==> config.mk <==
export PLATFORM = sky130hd
export DESIGN_NAME = rgb_to_hsv_converter
export DESIGN_NICKNAME = d
export VERILOG_FILES = /design/src/sv/rgbhsv_pkg.sv /design/src/sv/rgb_to_hsv_converter.sv
export VERILOG_INCLUDE_DIRS = /design/src /design/src/sv
export SDC_FILE = /design/constraint.sdc
export NUM_CORES = 1
export LEC_CHECK = 0
export BUFFER_PORTS_ARGS = -buffer_cell sky130_fd_sc_hd__buf_2
export CAP_MARGIN = 20
export CORE_MARGIN = 10
export CORE_UTILIZATION = 54
export DETAILED_ROUTE_END_ITERATION = 7
export MAX_ROUTING_LAYER = met4
export PLACE_DENSITY_LB_ADDON = 0.08
export SLEW_MARGIN = 15
export SYNTH_ARGS = -nofsm -noshare
export SYNTH_HDL_FRONTEND = slang
export SYNTH_SLANG_ARGS = --single-unit
==> constraint.sdc <==
create_clock -name aclk -period 21.9 [get_ports aclk]
set_clock_uncertainty 0.2 [all_clocks]
set_input_delay 1.095 -clock aclk [delete_from_list [all_inputs] [get_ports aclk]]
set_output_delay 1.095 -clock aclk [all_outputs]
set_load 0.005 [all_outputs]
==> src/sv/assert_macros.svh <==
// ---------------------------------------------------------------------------
// Assertion macros
// Shared concurrent assertion shorthands for the RTL of this project.
// ---------------------------------------------------------------------------
`ifndef ASSERT_MACROS_SVH
`define ASSERT_MACROS_SVH

// Same-cycle implication, disabled while reset is asserted (active low)
`define ASSERT_IMPLY(name, clk, rstn, ante, cons) \
    name: assert property (@(posedge clk) disable iff (!(rstn)) (ante) |-> (cons)) \
        else $error("same-cycle implication violated");

// Next-cycle implication, disabled while reset is asserted (active low)
`define ASSERT_NEXT(name, clk, rstn, ante, cons) \
    name: assert property (@(posedge clk) disable iff (!(rstn)) (ante) |=> (cons)) \
        else $error("next-cycle implication violated");

`endif

==> src/sv/rgbhsv_pkg.sv <==
// ---------------------------------------------------------------------------
// rgbhsv_pkg
// Types and constants for the RGB to HSV pixel converter.
// ---------------------------------------------------------------------------
`default_nettype none

package rgbhsv_pkg;

    // Field widths
    localparam int CHAN_W = 8;
    localparam int OUT_W  = 15;

    // Default hue resolution: 1/64 degree
    localparam int HUE_FRAC_DEFAULT = 6;

    // Percent scale in 1/256 units
    localparam int PCT_SCALE = 25600;

    // Value = 100*max + floor(100*max / 255); the division is a multiply
    // by ceil(2^23 / 255), exact for products below 2^15
    localparam int          VAL_MULT    = 100;
    localparam logic [15:0] VAL_RECIP   = 16'd32897;
    localparam int          VAL_SHIFT   = 23;

    // Quotient bits resolved per divider pipeline stage
    localparam int DIV_STEPS = 4;

    // Channel holding the maximum, which picks the hue sector
    typedef enum logic [1:0] {
        SECT_RED,
        SECT_GREEN,
        SECT_BLUE
    } sector_t;

endpackage

`default_nettype wire

==> src/sv/rgb_to_hsv_converter.sv <==
// ---------------------------------------------------------------------------
// rgb_to_hsv_converter
// Pipelined RGB to HSV conversion, one 8-bit pixel per clock while not stalled.
// ---------------------------------------------------------------------------
// Accepts one pixel per clock unless a stalled output has filled the pipeline,
// and returns hue (1/2^HUE_FRACTION_BITS degree), saturation and value (percent
// in 1/256 units) in the same order. The pipeline has one stage for max/min and
// sector selection, DIV_STAGES stages of two restoring dividers that resolve
// four quotient bits each (hue and saturation quotients, 23 dividend bits),
// and one output stage that places the hue in its sector and finishes the
// value scaling. Every stage carries a valid bit and loads whenever it is
// empty or its successor moves, so bubbles are squeezed out and a stalled
// output only blocks the input once the whole pipeline is full.
// ---------------------------------------------------------------------------
`default_nettype none
`include "assert_macros.svh"

module rgb_to_hsv_converter #(
    parameter int HUE_FRACTION_BITS = rgbhsv_pkg::HUE_FRAC_DEFAULT
) (
    input  logic                         aclk,
    input  logic                         aresetn,
    input  logic                         s_valid,
    output logic                         s_ready,
    input  logic [rgbhsv_pkg::CHAN_W-1:0] s_red,
    input  logic [rgbhsv_pkg::CHAN_W-1:0] s_green,
    input  logic [rgbhsv_pkg::CHAN_W-1:0] s_blue,
    output logic                         m_valid,
    input  logic                         m_ready,
    output logic [rgbhsv_pkg::OUT_W-1:0]  m_hue,
    output logic [rgbhsv_pkg::OUT_W-1:0]  m_saturation,
    output logic [rgbhsv_pkg::OUT_W-1:0]  m_brightness
);
    import rgbhsv_pkg::*;

    // Hue scaling
    localparam int DEG      = 1 << HUE_FRACTION_BITS;
    localparam int SECTOR   = 60 * DEG;
    localparam int HUE_FULL = 360 * DEG;
    localparam int HUE_W    = $clog2(HUE_FULL);
    localparam int HQ_W     = $clog2(SECTOR + 1);

    // Divider sizing
    localparam int CHAN_MAX   = (1 << CHAN_W) - 1;
    localparam int HNUM_W     = $clog2(CHAN_MAX * SECTOR + 1);
    localparam int SNUM_W     = $clog2(CHAN_MAX * PCT_SCALE + 1);
    localparam int DIV_W      = (HNUM_W > SNUM_W) ? HNUM_W : SNUM_W;
    localparam int DIV_STAGES = (DIV_W + DIV_STEPS - 1) / DIV_STEPS;
    localparam int DIV_PAD    = DIV_STAGES * DIV_STEPS;
    localparam int NS         = DIV_STAGES + 2;

    // Per-pixel pipeline word; num fields end up holding the quotients
    typedef struct packed {
        logic [DIV_PAD-1:0] hnum;
        logic [CHAN_W-1:0]  hrem;
        logic [CHAN_W-1:0]  hden;
        logic [DIV_PAD-1:0] snum;
        logic [CHAN_W-1:0]  srem;
        logic [CHAN_W-1:0]  sden;
        sector_t            sect;
        logic               neg;
        logic [OUT_W-1:0]   vscaled;
    } pix_t;

    pix_t             pipe_reg [DIV_STAGES+1];
    pix_t             s0_next;
    logic [NS-1:0]    valid_reg;
    logic [NS:0]      adv;

    logic [OUT_W-1:0] hue_reg, sat_reg, val_reg;
    logic [OUT_W-1:0] hue_next, sat_next, val_next;

    // Stage enables: a stage loads when empty or when its successor moves
    assign adv[NS] = m_ready;
    for (genvar i = 0; i < NS; i++) begin : g_adv
        assign adv[i] = ~valid_reg[i] | adv[i+1];
    end
    assign s_ready = adv[0];

    // Stage 0: max, min, spread, sector and signed channel difference
    always_comb begin
        logic [CHAN_W-1:0] mx;
        logic [CHAN_W-1:0] mn;
        logic [CHAN_W-1:0] spread;
        logic [CHAN_W-1:0] adiff;

        mx = s_red;
        if (s_green > mx) mx = s_green;
        if (s_blue > mx)  mx = s_blue;
        mn = s_red;
        if (s_green < mn) mn = s_green;
        if (s_blue < mn)  mn = s_blue;
        spread = mx - mn;

        s0_next = '0;
        if (mx == s_red) begin
            s0_next.sect = SECT_RED;
            s0_next.neg  = (s_green < s_blue);
            adiff        = s0_next.neg ? (s_blue - s_green) : (s_green - s_blue);
        end else if (mx == s_green) begin
            s0_next.sect = SECT_GREEN;
            s0_next.neg  = (s_blue < s_red);
            adiff        = s0_next.neg ? (s_red - s_blue) : (s_blue - s_red);
        end else begin
            s0_next.sect = SECT_BLUE;
            s0_next.neg  = (s_red < s_green);
            adiff        = s0_next.neg ? (s_green - s_red) : (s_red - s_green);
        end

        s0_next.hnum    = DIV_PAD'(32'(adiff) * SECTOR);
        s0_next.hden    = spread;
        s0_next.snum    = DIV_PAD'(32'(spread) * PCT_SCALE);
        s0_next.sden    = mx;
        s0_next.vscaled = OUT_W'(32'(mx) * VAL_MULT);
    end

    always_ff @(posedge aclk) begin
        if (!aresetn) begin
            valid_reg[0] <= 1'b0;
        end else if (adv[0]) begin
            valid_reg[0] <= s_valid;
        end
        if (adv[0]) begin
            pipe_reg[0] <= s0_next;
        end
    end

    // Divider stages: restoring division, DIV_STEPS quotient bits per stage
    for (genvar k = 1; k <= DIV_STAGES; k++) begin : g_div
        pix_t stage_next;

        always_comb begin
            logic [CHAN_W:0]    hr;
            logic [CHAN_W:0]    sr;
            logic [DIV_PAD-1:0] hn;
            logic [DIV_PAD-1:0] sn;

            stage_next = pipe_reg[k-1];
            hr = {1'b0, pipe_reg[k-1].hrem};
            sr = {1'b0, pipe_reg[k-1].srem};
            hn = pipe_reg[k-1].hnum;
            sn = pipe_reg[k-1].snum;
            for (int j = 0; j < DIV_STEPS; j++) begin
                // shift the next dividend bit into the partial remainder
                hr = {hr[CHAN_W-1:0], hn[DIV_PAD-1]};
                hn = {hn[DIV_PAD-2:0], 1'b0};
                if (hr >= {1'b0, pipe_reg[k-1].hden}) begin
                    hr    = hr - {1'b0, pipe_reg[k-1].hden};
                    hn[0] = 1'b1;
                end
                sr = {sr[CHAN_W-1:0], sn[DIV_PAD-1]};
                sn = {sn[DIV_PAD-2:0], 1'b0};
                if (sr >= {1'b0, pipe_reg[k-1].sden}) begin
                    sr    = sr - {1'b0, pipe_reg[k-1].sden};
                    sn[0] = 1'b1;
                end
            end
            stage_next.hrem = hr[CHAN_W-1:0];
            stage_next.srem = sr[CHAN_W-1:0];
            stage_next.hnum = hn;
            stage_next.snum = sn;
        end

        always_ff @(posedge aclk) begin
            if (!aresetn) begin
                valid_reg[k] <= 1'b0;
            end else if (adv[k]) begin
                valid_reg[k] <= valid_reg[k-1];
            end
            if (adv[k]) begin
                pipe_reg[k] <= stage_next;
            end
        end
    end

    // Output stage: sector offset, red wrap, grey and black overrides, value
    always_comb begin
        pix_t                      fin;
        logic [HQ_W-1:0]           hq;
        logic [HUE_W-1:0]          hue;
        logic [OUT_W+15:0]         vprod;

        fin = pipe_reg[DIV_STAGES];
        hq  = fin.hnum[HQ_W-1:0];

        case (fin.sect)
            SECT_RED: begin
                if (fin.neg && (hq != '0)) begin
                    hue = HUE_W'(HUE_FULL) - HUE_W'(hq);
                end else begin
                    hue = HUE_W'(hq);
                end
            end
            SECT_GREEN: begin
                hue = fin.neg ? (HUE_W'(2 * SECTOR) - HUE_W'(hq))
                              : (HUE_W'(2 * SECTOR) + HUE_W'(hq));
            end
            SECT_BLUE: begin
                hue = fin.neg ? (HUE_W'(4 * SECTOR) - HUE_W'(hq))
                              : (HUE_W'(4 * SECTOR) + HUE_W'(hq));
            end
            default: begin
                hue = '0;
            end
        endcase

        // grey pixel: no spread, no hue
        if (fin.hden == '0) hue = '0;
        hue_next = OUT_W'(hue);

        // black pixel: no saturation
        sat_next = (fin.sden == '0) ? '0 : fin.snum[OUT_W-1:0];

        vprod    = fin.vscaled * VAL_RECIP;
        val_next = fin.vscaled + OUT_W'(vprod >> VAL_SHIFT);
    end

    always_ff @(posedge aclk) begin
        if (!aresetn) begin
            valid_reg[NS-1] <= 1'b0;
        end else if (adv[NS-1]) begin
            valid_reg[NS-1] <= valid_reg[NS-2];
        end
        if (adv[NS-1]) begin
            hue_reg <= hue_next;
            sat_reg <= sat_next;
            val_reg <= val_next;
        end
    end

    assign m_valid      = valid_reg[NS-1];
    assign m_hue        = hue_reg;
    assign m_saturation = sat_reg;
    assign m_brightness = val_reg;

    // Checks
    `ASSERT_IMPLY(a_blocked_only_when_full, aclk, aresetn, !s_ready, &valid_reg)
    `ASSERT_NEXT(a_head_stage_holds, aclk, aresetn, valid_reg[0] && !adv[1], valid_reg[0])
    `ASSERT_IMPLY(a_grey_has_zero_hue, aclk, aresetn, m_valid && (m_saturation == '0), m_hue == '0)
    `ASSERT_IMPLY(a_pct_in_range, aclk, aresetn, m_valid, (m_saturation <= OUT_W'(PCT_SCALE)) && (m_brightness <= OUT_W'(PCT_SCALE)))

endmodule

`default_nettype wire

Word level (Yosys, flattened, before mapping)
Memories as Yosys holds them, arrays and structs flattened.
Cells that the tools add are included.
- $add $sub $neg: 61
- multipliers: 4
- $lt $le $gt $ge: 55
- equality and inequality tests: 4
- muxes and demuxes: 125
- bitwise logic cells: 16
- reduce and logical (&&, ||, !) cells: 5
- operators with widths (operator ; number):
    two-way mux 8 bit ; 57
    subtractor 8 bit ; 55
    >= comparator 9 x 8 -> 1 bit ; 48
    two-way mux 1 bit ; 62
    two-way mux 15 bit ; 3
    case mux 15 bit (3 select lines) ; 1
    < comparator 8 bit ; 5
    multiplier 15 x 16 -> 31 bit (second input constant) ; 1
    multiplier 8 x 5 -> 13 bit (second input constant) ; 2
    == test 8 bit ; 2
    greater-than comparator 8 bit ; 2
    zero test 8 bit ; 2
    adder 14 x 12 -> 15 bit (first input constant) ; 1
    adder 15 x 8 -> 15 bit ; 1
    subtractor 14 x 12 -> 15 bit (first input constant) ; 1
    subtractor 15 x 12 -> 15 bit (first input constant) ; 1
    adder 13 x 12 -> 14 bit (first input constant) ; 1
    subtractor 13 x 12 -> 14 bit (first input constant) ; 1
    multiplier 8 x 4 -> 12 bit (second input constant) ; 1
    nonzero test 12 bit ; 1
    NOT 1 bit ; 8
    OR 1 bit ; 8
    two-way mux 3 bit ; 2
    == test 2 x 1 -> 1 bit (second input constant) ; 1
    other kinds (3) ; 3
- register bits: 53
- memory bits (writable): 686
- input port bits: 28
- output and inout bits: 47
- logic and storage cells: 282
- memories: 1
- memory list (name ; words ; width ; rd ports ; clocked after memory_dff ; wr ports ; line ; text):
    pipe_reg ; 7 ; 98 ; 7 ; 0 ; 7 ; rgb_to_hsv_converter.sv:65 ; pix_t pipe_reg [DIV_STAGES+1];

Depth between registers and ports, before layout
Gate-level depths: netlist (run 1).
- depth in word-level cells: 11
- gate-level depth with buffers: 44
- gate-level depth less buffers: 43

Worst setup path before layout (run 1)
No wires, ideal clock.
- kind: reg2reg
- from: memory pipe_reg[2][59] (netlist bit)
- to: memory pipe_reg[3][69] (netlist bit), data pin
- arrival: 8.169 ns
- data required time: 21.430 ns
- slack: 13.261 ns
- stages on the path, launching flop included: 44
- buffers on the path: 5
- clock period less this slack: 8.639 ns
- cell sequence: edfxtp_1 > inv_1 > ha_1 > nor2b_1 > o21bai_1 > and3_1 > nor2_1 > o32a_1 > clkbuf_1 > mux2_2 > inv_1 > ha_1 > nor2b_1 > o21ai_0 > a21oi_1 > o31a_1 > o31ai_1 > and2_1 > [8 not listed] > a21oi_1 > o22a_1 > a221o_1 > buf_2 > clkbuf_1 > a21oi_1 > ha_1 > nor2b_1 > o21ai_0 > a21boi_0 > o21ai_0 > a21boi_0 > o31ai_1 > and2_1 > clkbuf_1 > mux2i_2 > nand3b_1 > o221ai_1
- RTL lines (what ; line):
    start: declaration ; rgb_to_hsv_converter.sv:65

==> flow_summary_export.csv, run 1 <==
group,metric,value,unit
status,status,"finished clean",
clock_tree,postCtsHoldBufs,0,
place,place.gp.congestion,0.912,
worst_setup_path,critPathCaptureType,"register",
global_routing,first_global_vias,27400,
clock_tree,cts_resized,0,
worst_setup_path,reg2reg_from,"pipe_reg[3][19]",
finish,seq_area,13500,um^2
synthesis,synth_edf_count,444,
floorplanning,coreArea,71600,um^2
detailed_routing,vias_per_cell,5.65,
worst_setup_path,r2r-end,"pipe_reg[4][29]",
worst_setup_path,cpMostUsedCell,"o21ai_0",
synthesis,yosysSeqAreaShare,34.5,%
global_routing,grt_max_degree,65,
min_path,hold_path_depth,0,
floorplanning,initial_core_util,54.6,%
clock_tree,cts.sinks,452,
global_routing,antenna_found_initial,0,
worst_setup_path,reg2reg_slack,11850,ps
worst_setup_path,rr_worst_depth,36,
detailed_routing,drt_iter0_drc,1685,
finish,antenna_cells,0,
worst_setup_path,worst_ep_arrival_time,10190,ps
finish,final_common_cell,"ha_1",
worst_setup_path,critPathLaunch,"pipe_reg[3][19]",
detailed_routing,vias,28000,
global_routing,grt_usage,20.7,%
floorplanning,die_h,289,um
detailed_routing,wire_per_inst,17.0,um
global_routing,grt_pass1_wl,139000,um
synthesis,syn_avg_cell_area,10.1,um^2
finish,final_layout_size_suffix_gt1_share,10.5,%
detailed_routing,drtPass1Iterations,7,
worst_setup_path,worstSetupStartpointType,"register",
clock_tree,post-cts-setup-buffers,0,
detailed_routing,drc,0,
detailed_routing,antenna_left,0,
worst_setup_path,endpoint,"pipe_reg[4][29]",
clock_tree,numCtsBuffers,51,
place,post-dp-hpwl,66400,um
finish,num-fill-cells,6286,
sta,setup_violations,0,
finish,nNetsFinal,4611,
synthesis,synth_ff_type,"edfxtp_1",
worst_setup_path,worstPathMaxFanout,12,
clock_tree,ctsHtreeMaxLevel,2,
synthesis,synth_fp_nets,4520,
finish,multi_input_area,24000,um^2
sta,worst_slew_pin_slew,1040,ps
synthesis,synth-seq-cells,452,
run,max_cap_violations,0,
clock_tree,root_buffer,"clkbuf_16",
floorplanning,die_w,289,um
floorplanning,pin_count,75,
min_path,hold_path_class,"register to register",
sta,grt_setup_unrepaired,"no",
clock_tree,cts_tree,"yes",
worst_setup_path,worst_path_largest_cell_delay,510,ps
sta,setup_ws,11850,ps
floorplanning,std_cell_rows,98,
synthesis,synthArstFlopShare,0,%
worst_setup_path,crit_required,22040,ps
sta,slew_headroom,30.7,%
place,pre_cts_ws,11280,ps
synthesis,ys_warn_count,0,
sta,slew_viol_final,0,
clock_tree,clock_path_buffers,3,
clock_tree,path_clk_slew,60,ps
finish,mostFrequentLayoutCells,"ha_1 (558), edfxtp_1 (444), inv_1 (361), a21oi_1 (271), nor2_1 (269)",
sta,final.period_utilization,45.9,%
sta,hold_viol,0,
worst_setup_path,critPathKind,"register to register",
global_routing,grt.overflow.total,0,
synthesis,synth_cells,3877,
floorplanning,design.die.area,83600,um^2
sta,max_freq,99.5,MHz
synthesis,netlist_area,39100,um^2
worst_setup_path,critPathSlowestCell,"edfxtp_1",
detailed_routing,routed_wl,84100,um
sta,fin_crit,10050,ps
sta,setup_tns,0,ps
finish,largest_reg_flops,399,
place,io_buffers,74,
finish,syn_to_final_growth,7.96,%
clock_tree,clk_latency,610,ps
synthesis,synth.distinct_cells,107,
## logic make-up after synthesis
family | after synthesis | synth area share, %
multiplexers | 240 | 6.83
AO/OA/AOI/OAI | 931 | 15.5
flip-flops | 452 | 34.5
buffers and inverters | 424 | 4.14
adder cells (fa/ha/maj) | 615 | 20.8
XOR/XNOR | 290 | 6.50
AND/OR/NAND/NOR | 925 | 11.8
## worst min path at each step
stage          slack (ps)             from               to
3_3_place_gp          200   pipe_reg[4][9]   pipe_reg[5][9]
3_5_place_dp          200  pipe_reg[0][11]  pipe_reg[1][11]
6_report              210  pipe_reg[1][14]  pipe_reg[2][14]
2_1_floorplan         200  pipe_reg[0][10]  pipe_reg[1][10]
5_1_grt               220  pipe_reg[0][16]  pipe_reg[1][16]
4_1_cts               210  pipe_reg[1][14]  pipe_reg[2][14]
## worst max-delay path, delay by kind of cell (launching register included)
kind / cells / cell delay [ps]
and+or+nand+nor: 8 / 1940
muxes: 2 / 730
adders and majority gates: 4 / 1220
AOI/OAI and AO/OA: 20 / 4810
DFF: 1 / 510
buffers and inverters: 2 / 370
## metrics by stage
stage | utilization (%) | hold WS, ps | instance area, um^2 | std cells
after floorplan | - | 200 | 39100 | 3877
after global placement | 56.6 | 200 | 40600 | 4863
after detailed placement | 56.6 | 205 | 40600 | 4863
after CTS | 58.9 | 215 | 42200 | 4953
after global routing | 58.9 | 222 | 42200 | 4955
final | 58.9 | 215 | 42200 | 4955
## Yosys cell counts (19+ instances only)
cell type | number | share of area [%]
o21a_1 | 53 | 1.0
a21o_1 | 86 | 1.7
and2_1 | 41 | 0.66
mux2i_1 | 72 | 1.8
nor2_1 | 269 | 2.6
nor3_1 | 68 | 0.87
o21bai_1 | 49 | 0.94
mux2_2 | 150 | 4.3
a31oi_1 | 19 | 0.30
fa_1 | 57 | 2.9
inv_1 | 366 | 3.5
xnor2_1 | 186 | 4.2
nand3_1 | 59 | 0.76
clkbuf_1 | 28 | 0.27
nand2b_1 | 55 | 0.88
o211ai_1 | 22 | 0.42
xor2_1 | 104 | 2.3
o21ai_0 | 226 | 2.9
or3_1 | 27 | 0.43
or2_2 | 23 | 0.37
ha_1 | 558 | 18
o31ai_1 | 19 | 0.36
nand4_1 | 44 | 0.70
a21oi_1 | 271 | 3.5
nand2_1 | 189 | 1.8
nor2b_1 | 81 | 1.3
edfxtp_1 | 444 | 34
## routing by layer
metal  vias to the layer above  track usage, %  routed length [um]
met5                         -               -                   0
met1                     13100            27.3               40500
met4                         0            4.96                1950
met2                       442            34.0               39000
li1                      14300               -                   -
met3                       121            1.94                2690
## final cells by class
class | count | area share (%)
repair buffers | 88 | 1.12
inverters | 374 | 3.33
flip-flops and latches | 452 | 32.0
clock inverters | 30 | 0.768
multi-input cells | 3001 | 56.9
clock buffers | 60 | 3.10
well taps | 950 | 2.82
Power of run 1 is left out: the tool's default activity adds up to more than one toggle a clock period on the data nets, which glitch-free logic cannot reach.
==> run 2, diff against run 1 <==
==> constraint.sdc (replaced) <==
create_clock -name aclk -period 9.5 [get_ports aclk]
set_clock_uncertainty 0.2 [all_clocks]
set_input_delay 0.475 -clock aclk [delete_from_list [all_inputs] [get_ports aclk]]
set_output_delay 0.475 -clock aclk [all_outputs]
set_load 0.005 [all_outputs]
==> run 2 against run 1 <==
  * Global-route usage fell by 0.21 points
  * Non-clock buffer count rose by 37
  * Die area did not move
  * Via count rose by 0.63%
  * Fmax rose by 13%
  * Final cell count rose by 0.85%
  * Utilization rose by 0.67 points
==> flow_summary_export.csv, run 2 (same netlist as run 1, synthesis figures left out) <==
group,metric,value,unit
global_routing,grt.overflow.total,0,
sta,final.period_utilization,93.5,%
detailed_routing,vias,28200,
global_routing,first_global_vias,27200,
detailed_routing,drtPass1Iterations,5,
finish,syn_to_final_growth,9.18,%
run,max_cap_violations,0,
detailed_routing,met1_length,41300,um
sta,setup_violations,0,
worst_setup_path,crit_required,9610,ps
sta,slew_headroom,30.4,%
detailed_routing,drc,0,
clock_tree,cts.sinks,452,
detailed_routing,antenna_left,0,
global_routing,antenna_found_initial,0,
sta,worst_slew_pin_slew,1040,ps
status,status,"finished clean",
finish,nNetsFinal,4648,
clock_tree,clock_path_buffers,3,
finish,stdcell_count,4997,
detailed_routing,wire_per_inst,16.9,um
clock_tree,numCtsBuffers,51,
worst_setup_path,critPathKind,"register to register",
worst_setup_path,cpMostUsedCell,"o21ai_0",
min_path,hold_path_class,"input pin to register",
place,io_buffers,74,
place,dpl_cell_area,40800,um^2
detailed_routing,drt_iter0_drc,1605,
clock_tree,path_clk_slew,60,ps
worst_setup_path,worstPathMaxFanout,7,
place,place.gp.congestion,0.902,
clock_tree,root_buffer,"clkbuf_16",
worst_setup_path,worstSetupStartpointType,"register",
sta,slew_viol_final,0,
detailed_routing,wl_met3,2750,um
sta,fin_crit,8880,ps
place,pre_cts_ws,145,ps
global_routing,grt_max_degree,65,
finish,num-fill-cells,6153,
global_routing,grt_pass1_wl,138000,um
floorplanning,std_cell_rows,98,
finish,mostFrequentLayoutCells,"ha_1 (558), edfxtp_1 (444), inv_1 (358), a21oi_1 (269), nor2_1 (269)",
finish,final_common_cell,"ha_1",
finish,largest_reg_flops,399,
floorplanning,coreArea,71600,um^2
detailed_routing,met2_length,38700,um
floorplanning,die_h,289,um
detailed_routing,vias_per_cell,5.63,
floorplanning,die_w,289,um
floorplanning,initial_core_util,54.6,%
sta,setup_tns,0,ps
global_routing,grt_usage,20.4,%
sta,hold_viol,0,
worst_setup_path,critPathCaptureType,"register",
worst_setup_path,critPathSlowestCell,"ha_1",
detailed_routing,routed_wl,84200,um
detailed_routing,top_layer_used,"met4",
sta,setup_ws,622,ps
finish,antenna_cells,0,
clock_tree,ctsHtreeMaxLevel,2,
sta,max_freq,113,MHz
finish,final_layout_size_suffix_gt1_share,11.7,%
place,post-dp-hpwl,65900,um
worst_setup_path,worst_path_largest_cell_delay,400,ps
floorplanning,pin_count,75,
clock_tree,clk_latency,590,ps
floorplanning,design.die.area,83600,um^2
place,placedCellCount,4890,
worst_setup_path,worst_ep_arrival_time,8980,ps
finish,final_cell_area,42700,um^2
clock_tree,cts_tree,"yes",
-- run 2: cell count changes in the layout (fill, tap and decap cells not counted), moves of 3 or more --
cell,change
buf_4,+34
bufinv_16,+4
clkinv_1,+3
clkinv_2,+3
dlygate4sd3_1,+3
inv_1,-3
o21ai_0,-3
-- run 2: worst paths after layout --
check	start	to	slack, ps	cells after the start
setup / recovery	pipe_reg[2][62]	pipe_reg[3][68]	620	40
hold reg to reg	pipe_reg[3][10]	pipe_reg[4][10]	210	0
hold / removal	m_ready	m_valid	70	3
setup reg to reg	pipe_reg[2][62]	pipe_reg[3][68]	620	40
-- run 2: through the flow --
stage                     hold WS [ps]  utilization (%)
final                             69.1             59.6
after global routing              75.3             59.6
after CTS                         25.3             59.4
after detailed placement           205             56.9
after global placement             200             56.9
after floorplan                    200                -
-- run 2: critical path, delay by kind of cell, from the launching register on --
| family | cells | cell delay (ps) |
|---|---|---|
| AO/OA/AOI/OAI | 22 | 4520 |
| adder cells (fa/ha/maj) | 4 | 1240 |
| buffers and inverters | 3 | 370 |
| AND/OR/NAND/NOR | 10 | 1540 |
| flip-flops | 1 | 360 |
| multiplexers | 1 | 390 |
-- run 2: metal layers --
metal	vias up	track usage (%)
met5	-	-
met4	0	4.70
met1	13100	27.9
met3	107	1.67
li1	14400	-
met2	488	32.9
-- run 2: layout make-up --
cell class / instances / area, um^2 / area share, %
tap: 950 / 1190 / 2.78
timing repair buffer: 125 / 773 / 1.81
sequential: 452 / 13500 / 31.6
multi-input combinational: 3001 / 24100 / 56.5
inverter: 374 / 1410 / 3.30
clock inverter: 36 / 414 / 0.970
clock buffer: 59 / 1310 / 3.06
-- run 2: repair_timing --
| action | 4_1_cts | 5_1_grt |
|---|---|---|
| endpoints found under the setup margin | 0 | 63 |
| endpoints found under the hold margin | 8 | 0 |
| hold buffers | 3 | 0 |
| buffers inserted | 0 | 9 |
| gates resized for setup | 0 | 25 |
Power of run 2 is left out for the same reason.
==> run 3, diff against run 2 <==
--- a/config.mk
+++ b/config.mk
@@ -6,6 +6,7 @@
 export SDC_FILE = /design/constraint.sdc
 export NUM_CORES = 1
 export LEC_CHECK = 0
+export ABC_AREA = 1
 export BUFFER_PORTS_ARGS = -buffer_cell sky130_fd_sc_hd__buf_2
 export CAP_MARGIN = 20
 export CORE_MARGIN = 10
==> constraint.sdc (replaced) <==
create_clock -name aclk -period 11.2 [get_ports aclk]
set_clock_uncertainty 0.2 [all_clocks]
set_input_delay 0.56 -clock aclk [delete_from_list [all_inputs] [get_ports aclk]]
set_output_delay 0.56 -clock aclk [all_outputs]
set_load 0.005 [all_outputs]
==> run 3 against run 2 <==
  * Utilization fell by 0.55 points
  * Critical path type is now input pin to register
  * Non-clock buffer count fell by 42
  * Critical endpoint is now pipe_reg[0][93]
  * Via count rose by 14%
  * First-iteration DRC count rose by 16%
==> flow_summary_export.csv, run 3 <==
group,metric,value,unit
worst_setup_path,endpoint,"pipe_reg[0][93]",
global_routing,grt_pass1_wl,150000,um
worst_setup_path,critPathLaunch,"s_red[1]",
detailed_routing,vias,32000,
detailed_routing,drt_iter0_drc,1858,
sta,hold_viol,0,
synthesis,synth-xor-area-share,6.78,%
global_routing,grt_max_degree,66,
synthesis,ys_top_cells_by_count,"nand2_1 (1197), inv_1 (684), ha_1 (558), edfxtp_1 (444), a21oi_1 (350)",
detailed_routing,routed_wl,89500,um
global_routing,first_global_vias,30400,
finish,final_cell_area,43300,um^2
floorplanning,die_h,293,um
sta,max_freq,119,MHz
synthesis,synth_most_common_cell,"nand2_1",
sta,slew_viol_final,0,
synthesis,syn_avg_cell_area,8.17,um^2
worst_setup_path,crit_family,"simple AND/OR/NAND/NOR gates",
worst_setup_path,worst_path_largest_cell_delay,830,ps
synthesis,yosysSeqAreaShare,33.6,%
worst_setup_path,worst_ep_arrival_time,8560,ps
sta,grt_setup_unrepaired,"no",
synthesis,synthArstFlopShare,0,%
floorplanning,die_w,293,um
clock_tree,cts_tree,"yes",
synthesis,ys_warn_count,0,
synthesis,synth_top_family_by_area,"simple AND/OR/NAND/NOR gates",
sta,setup_violations,0,
synthesis,synth_fp_nets,5561,
detailed_routing,drc,0,
synthesis,yosys-top-cells-area,"edfxtp_1 (33%), ha_1 (17%), nand2_1 (11%)",
floorplanning,initial_core_util,54.8,%
worst_setup_path,critPathSlowestCell,"a21boi_1",
finish,mostFrequentLayoutCells,"nand2_1 (1196), inv_1 (677), ha_1 (558), edfxtp_1 (444), a21oi_1 (350)",
clock_tree,clock_path_buffers,3,
clock_tree,clk_latency,620,ps
run,max_cap_violations,0,
synthesis,netlist_area,40200,um^2
clock_tree,numCtsBuffers,51,
status,status,"finished clean",
finish,largest_reg_flops,399,
global_routing,grt.overflow.total,0,
synthesis,synth_ff_type,"edfxtp_1",
clock_tree,cts.sinks,452,
synthesis,synth-seq-cells,452,
floorplanning,coreArea,73300,um^2
sta,worst_slew_pin_slew,1110,ps
worst_setup_path,reg2reg_slack,2990,ps
worst_setup_path,worstPathMaxFanout,26,
worst_setup_path,rr_worst_depth,44,
place,io_buffers,74,
synthesis,synth_edf_count,444,
clock_tree,cts_resized,0,
place,place.gp.congestion,0.948,
detailed_routing,drtPass1Iterations,6,
synthesis,synth.distinct_cells,65,
sta,slew_headroom,25.9,%
place,post-dp-hpwl,72600,um
finish,num-fill-cells,6794,
detailed_routing,wire_per_inst,14.9,um
worst_setup_path,critPathKind,"input pin to register",
worst_setup_path,reg2reg_from,"pipe_reg[2][19]",
synthesis,synth_top_area_share,33.2,%
synthesis,synth_compound_area_share,10.7,%
floorplanning,design.die.area,85700,um^2
detailed_routing,vias_per_cell,5.33,
synthesis,yosys.area_share.adder,20.2,%
finish,seq_area,13500,um^2
clock_tree,path_clk_slew,60,ps
synthesis,synthMuxAreaShare,0.0498,%
synthesis,synthSimpleGateAreaFrac,21.4,%
worst_setup_path,cp.depth,45,
worst_setup_path,r2r-end,"pipe_reg[3][33]",
sta,setup_tns,0,ps
worst_setup_path,crit_required,11360,ps
worst_setup_path,crit_buf_inv,6,
global_routing,grt_usage,21.4,%
clock_tree,root_buffer,"clkbuf_16",
finish,nNetsFinal,5656,
floorplanning,std_cell_rows,99,
sta,fin_crit,8400,ps
floorplanning,pin_count,75,
synthesis,synth_cells,4918,
worst_setup_path,critPathCaptureType,"register",
finish,final_common_cell,"nand2_1",
min_path,hold_path_class,"input pin to register",
clock_tree,ctsHtreeMaxLevel,2,
global_routing,antenna_found_initial,3,
worst_setup_path,cpMostUsedCell,"nand2_1",
finish,final_layout_size_suffix_gt1_share,5.82,%
finish,syn_to_final_growth,7.81,%
detailed_routing,antenna_left,0,
finish,multi_input_area,23800,um^2
sta,final.period_utilization,75.0,%
place,dpl_cell_area,41500,um^2
worst_setup_path,worstSetupStartpointType,"input pin",
synthesis,yosysTopAreaCell,"edfxtp_1",
## run 3: changes by cell type in the layout (fill, tap and decap cells not counted), moves of 68 or more
cell and change:
mux2i_1 -68, xor2_1 +119, nand3_1 +198, xnor2_1 -98
a21oi_1 +81, nor2b_1 -81, nand2_1 +1011, mux2_2 -150
inv_1 +319
## run 3: repair_timing
item | CTS | global route
setup buffers | 0 | 0
endpoints found under the hold margin | 1 | 0
hold buffers | 1 | 0
## run 3: cell type report
| cell class | count | share of cell area (%) |
|---|---|---|
| diodes | 2 | 0.0116 |
| clock buffers | 59 | 3.04 |
| clock inverters | 34 | 1.01 |
| inverters | 700 | 6.09 |
| multi-input cells | 3725 | 54.9 |
| flip-flops and latches | 452 | 31.2 |
| well taps | 959 | 2.77 |
| repair buffers | 83 | 1.02 |
## run 3: per-stage QoR
step                      worst slack [ps]  hold slack, ps  util, %  instances
final                                 2800            46.3     59.1       6014
after global routing                  1970            23.8     59.1       6014
after CTS                             2910            2.80     59.1       6012
after detailed placement              2290             205     56.7       5918
after global placement                2440             201     56.7       5918
after floorplan                       1210             200        -       4918
## run 3: routing by layer
metal | global-route usage [%] | share of wire, %
met5 | - | 0
met4 | 4.93 | 2.0
met3 | 2.22 | 3.9
met2 | 34.9 | 45
met1 | 28.4 | 49
## run 3: worst min-delay path by stage
stage	from	to	depth (start not counted)
after floorplan	pipe_reg[0][10]	pipe_reg[1][10]	0
after global placement	pipe_reg[3][13]	pipe_reg[4][13]	0
after detailed placement	pipe_reg[0][83]	pipe_reg[1][87]	0
after CTS	s_valid	valid_reg[0]	3
after global routing	s_valid	valid_reg[0]	3
final	s_valid	valid_reg[0]	3
## run 3: logic make-up after synthesis
kind of cell	after synthesis
AO/OA/AOI/OAI	773
XOR/XNOR	311
adder cells (fa/ha/maj)	615
buffers and inverters	741
flip-flops	452
multiplexers	2
AND/OR/NAND/NOR	2024
## run 3: tightest hold or removal path, cell delays in order
cell,delay (ps)
buf_2,130
inv_1,50
a21oi_1,50
Power of run 3 is left out for the same reason.
